==> src/rtl/cau_pkg.sv <==
// ----------------------------------------------------------------------------
// cau_pkg
// Shared types and codes for the complex arithmetic unit.
// ----------------------------------------------------------------------------
`default_nettype none
package cau_pkg;

  typedef enum logic [1:0] {
    MODE_ADD = 2'd0,
    MODE_SUB = 2'd1,
    MODE_MUL = 2'd2,
    MODE_DIV = 2'd3
  } cau_mode_t;

  // sideband carried along the divider chain
  typedef struct packed {
    logic is_div;
    logic neg_re;
    logic neg_im;
    logic ovp_re;
    logic ovp_im;
    logic ovf;
    logic dz;
  } cau_flags_t;

endpackage
`default_nettype wire

==> src/rtl/cau_div_cell.sv <==
// ----------------------------------------------------------------------------
// cau_div_cell
// One restoring-division cell: settles quotient bit BIT of both parts.
// ----------------------------------------------------------------------------
`default_nettype none
module cau_div_cell #(
  parameter int W   = 32,
  parameter int PW  = 64,
  parameter int RW  = 112,
  parameter int BIT = 0
) (
  input  logic                clk,
  input  logic                rst,
  input  logic                adv,
  input  logic                v_in,
  input  cau_pkg::cau_flags_t fl_in,
  input  logic [PW-1:0]       den_in,
  input  logic [RW-1:0]       rre_in,
  input  logic [RW-1:0]       rim_in,
  input  logic [W-1:0]        qre_in,
  input  logic [W-1:0]        qim_in,
  input  logic [W-1:0]        pre_in,
  input  logic [W-1:0]        pim_in,
  output logic                v_out,
  output cau_pkg::cau_flags_t fl_out,
  output logic [PW-1:0]       den_out,
  output logic [RW-1:0]       rre_out,
  output logic [RW-1:0]       rim_out,
  output logic [W-1:0]        qre_out,
  output logic [W-1:0]        qim_out,
  output logic [W-1:0]        pre_out,
  output logic [W-1:0]        pim_out
);
  import cau_pkg::*;

  logic [RW-1:0] dd;
  logic          ge_re, ge_im;

  assign dd    = RW'(den_in) << BIT;
  assign ge_re = rre_in >= dd;
  assign ge_im = rim_in >= dd;

  always_ff @(posedge clk) begin
    if (rst) begin
      v_out <= 1'b0;
    end else if (adv) begin
      v_out <= v_in;
    end
  end

  always_ff @(posedge clk) begin
    if (adv) begin
      fl_out  <= fl_in;
      den_out <= den_in;
      rre_out <= ge_re ? rre_in - dd : rre_in;
      rim_out <= ge_im ? rim_in - dd : rim_in;
      qre_out <= qre_in | (W'(ge_re) << BIT);
      qim_out <= qim_in | (W'(ge_im) << BIT);
      pre_out <= pre_in;
      pim_out <= pim_in;
    end
  end
endmodule
`default_nettype wire

==> config.mk <==
export PLATFORM = sky130hd
export DESIGN_NAME = cau_div_cell
export DESIGN_NICKNAME = d
export VERILOG_FILES = /design/src/rtl/cau_pkg.sv /design/src/rtl/cau_div_cell.sv
export SDC_FILE = /design/constraint.sdc
export NUM_CORES = 1
export LEC_CHECK = 0
export ABC_CLOCK_PERIOD_IN_PS = 3660
export BUFFER_PORTS_ARGS = -buffer_cell sky130_fd_sc_hd__clkbuf_2
export CORE_AREA = 2 2 330 332
export DETAILED_ROUTE_END_ITERATION = 10
export DIE_AREA = 0 0 332 334
export PLACE_DENSITY = 0.49
export SLEW_MARGIN = 30
export SYNTH_ARGS = -nofsm -noshare
export SYNTH_HDL_FRONTEND = slang
export SYNTH_SLANG_ARGS = --single-unit
==> constraint.sdc <==
create_clock -name clk -period 3.66 [get_ports clk]
set_input_delay 0.732 -clock clk [delete_from_list [all_inputs] [get_ports clk]]
set_output_delay 0.732 -clock clk [all_outputs]
set_load 0.005 [all_outputs]
==> key figures <==
Status
  – Status: completed

Setup path
  – CP endpoint kind: flip-flop
  – Crit Path Max Fanout: 5
  – Critical R2R Capture: v_out
  – Critical path arrival: about 4.0 ns
  – Crit-path max cell delay: 0.45 ns
  – Reg2Reg Setup Slack: 3.07 ns
  – Worst Reg2Reg Path Length in Cells: 2
  – Slowest CP cell: or4_1
  – CP cell instances: clkbuf_2 -> inv_1 -> ha_1 -> a21oi_1 -> o21ai_0 -> a221oi_1 -> buf_4 -> a211oi_2 -> buf_4 -> o31ai_2 -> buf_4 -> a21oi_1 -> nand2_1 -> nand3_1 -> or4_1 -> xnor2_1
  – CP startpoint kind: input port
  – CP Class: in -> reg
  – Critical R2R Launch: v_out
  – Crit path max-delay family: compound AO/OA/AOI/OAI gates
  – Cell mode on critical path: buf_4
  – Worst EP required: 4.05 ns
  – Crit path buf inv count: 5

Final layout
  – Commonest non-fill, non-tap cells in the layout: clkbuf_2 (849), buf_4 (787), edfxtp_1 (423), a21oi_1 (297), nor2_1 (284)
  – Non-Filler Instances: 5527
  – Nets: 4617
  – Finished Cell Area: between 30000 and 40000 um2
  – Utilization of the core after routing: 36.20%
  – Fill count: 11180
  – Area growth, synth to finish: 55.91%
  – Most common cell after layout, fill and taps aside: clkbuf_2
  – Share of layout cells above drive strength 1: 44.02%

Synthesis
  – Dominant synthesized flop cell: edfxtp_1
  – Syn_nets: 3009
  – Largest family of logic cells by synthesized area: simple AND/OR/NAND/NOR gates
  – Unique masters post-synth: 86
  – Asr flop ratio synth: 0%
  – Sequential-to-total area share from yosys stat: 50.84%
  – Post-synthesis cell count: 2452
  – Simple-gate share of the synthesized area: 16.18%
  – Post-Synth Adder-Cell Area: 6.560%
  – Yosys warns: 0
  – Post-synth EDFFs: 423
  – Synth Area in Compound Gates: 14.91%
  – Syn avg cell area: 10.21 um2
  – Synth Area in XOR/XNOR: around 7.3%
  – Mapped Area: 25030 um2
  – Synth Register Bits: around 420
  – Mux contribution to synthesized area: 0.9350%

Placed design
  – Placer Congestion: 0.9234
  – DP Worst Slack: -0.8037 ns
  – Buffers on Ports: 850
  – Post-Place Cells: 5418
  – Placed cell area: 36890 um2
  – Post-DP HPWL: 104.0 mm

Global route
  – Initial antenna violation count: 22
  – First-pass GRT wire length: 171.6 mm
  – Vias in the first global route: 25420
  – GR Overflow Total: 0
  – Total GRT Usage: 21.01%
  – Largest net degree at the start of global routing: 88

Route
  – DR vias: 25320
  – Detailed-route vias per instance: about 4.6
  – Initial DRT Pass Iterations: 5
  – WL final: roughly 120 mm
  – Detail Route Antenna Nets: 0
  – Routed WL per cell: ~22 um
  – DRC viols: 0
  – DRT iter0 DRCs: ~1400

Timing
  – Fin Hold WS: ~0.23 ns
  – Setup ws final: 0.04708 ns
  – Clock skew: 0 ns
  – Fin. max-slew vios: 0
  – Final Cycle Share: a little over nine tenths
  – Final worst path period need: 3.613 ns
  – Worst-Margin Slew: 0.6526 ns
  – Rel. slew slack: 56.09%
  – Final Hold Fails: 0
  – Final setup violation count: 0
  – Fmax: 0.2768 GHz

Pwr
  – VDD IR max: 0.3341 mV
  – Leakage power: 0.01737 uW
  – Pwr dens: 420.2 nW/um2

CTS
  – Root buf cell: clkbuf_16
  – H-tree depth: 2
  – Clock Tree Buf Depth: 3
  – Hold_buf cts: 0
  – CTS Buf Count: 53
  – Clock Latency Late Sink: 0.64 ns
  – CTS clk-pin slew, worst paths: 0.07 ns
  – Clock sinks: 424
  – CTS tree: done

Min path
  – Hold Path Sink: v_out
  – Hold Path Stages: 2
  – Hold crit path type: in -> reg
  – Min-delay src: rst

Floorplanning
  – Die area: 110900 um2
  – Site row count: 121
  – Die Span X: 332 um
  – Core ar.: 107800 um2
  – DIE HEIGHT: 334 um
  – Initial cell density of the core: 23.22%
  – Io pins: ~850

Run
  – Max-cap violation count: 0
[power breakdown]
group          internal, uW  switching (uW)
clock network          3620            2310
logic                  2030            2270
registers              5990             177
total                 11600            4760
[synth_stat cells (21+ instances only)]
cell,number,area (um2)
o21ai_0,109,545.5
edfxtp_1,423,12700
nor2b_1,22,137.6
nand2_1,191,716.9
nor3_1,48,240.2
a21oi_1,299,1496
o21bai_1,37,277.8
nor2_1,284,1066
nand3_1,46,230.2
xnor2_1,138,1209
xor2_1,72,630.6
o21a_1,21,157.7
ha_1,128,1602
nor4_1,43,269.0
a21o_1,27,202.7
inv_1,109,409.1
or3_1,23,143.9
nand4_1,75,469.2
clkbuf_1,83,311.6
[how the worst max path moves through the flow]
stage | start | to | slack [ns] | cells past startpoint
2_1_floorplan | rre_in[0] | rre_out[102] | 0.01 | 13
3_3_place_gp | den_in[0] | rim_out[58] | -0.89 | 17
3_5_place_dp | den_in[0] | rim_out[83] | -0.80 | 15
4_1_cts | den_in[1] | rim_out[55] | 0.01 | 17
5_1_grt | den_in[38] | rim_out[100] | -0.008 | 15
6_report | den_in[8] | rim_out[97] | 0.05 | 16
[through the flow]
step	total power, uW	setup TNS (ns)
2_1_floorplan	7790	0
3_5_place_dp	10550	-106.08
3_3_place_gp	10570	-105.44
5_1_grt	17150	-0.007649
6_report	16390	0
4_1_cts	16590	0
[cell families (layout without fill, tap and decap cells)]
family                   Yosys count  in the layout
AND/OR/NAND/NOR                  837            837
AO/OA/AOI/OAI                    622            622
buffers and inverters            208           1861
XOR/XNOR                         210            210
multiplexers                      21             21
flip-flops                       424            424
other                              0              8
adder cells (fa/ha/maj)          130            130
[area by class of cell]
type	count	area (um2)	share of cell area, %
Clock buffer	63	1364	3.495
Sequential cell	424	12720	32.61
Multi-Input combinational cell	1820	11670	29.91
Clock inverter	37	586.8	1.504
Timing Repair Buffer	1652	10470	26.84
Tap cell	1414	1769	4.534
Antenna cell	8	20.02	0.05131
Inverter	109	412.9	1.058
[state kept, by name, summed over array words and instances (netlist names)]
signal   cells
den_out     64
fl_out       7
pim_out     32
pre_out     32
qim_out     32
qre_out     32
rim_out    112
rre_out    112
v_out        1
[routing by layer]
| layer | global-route usage [%] | share of wire [%] | vias up |
|---|---|---|---|
| met1 | 26.33 | 43 | 12060 |
| li1 | - | - | 12340 |
| met3 | 4.598 | 5.9 | 139 |
| met4 | 4.710 | 2.0 | 20 |
| met2 | 36.76 | 49 | 767 |
| met5 | 0 | 0.11 | - |
[timing repair]
action | CTS | global route
cloned | 0 | 0
pin swaps | 0 | 3
setup endpoints to repair | 21 | 74
buffers inserted | 0 | 1
gates resized for setup | 5 | 30
Power figures use the tool's default switching activity.
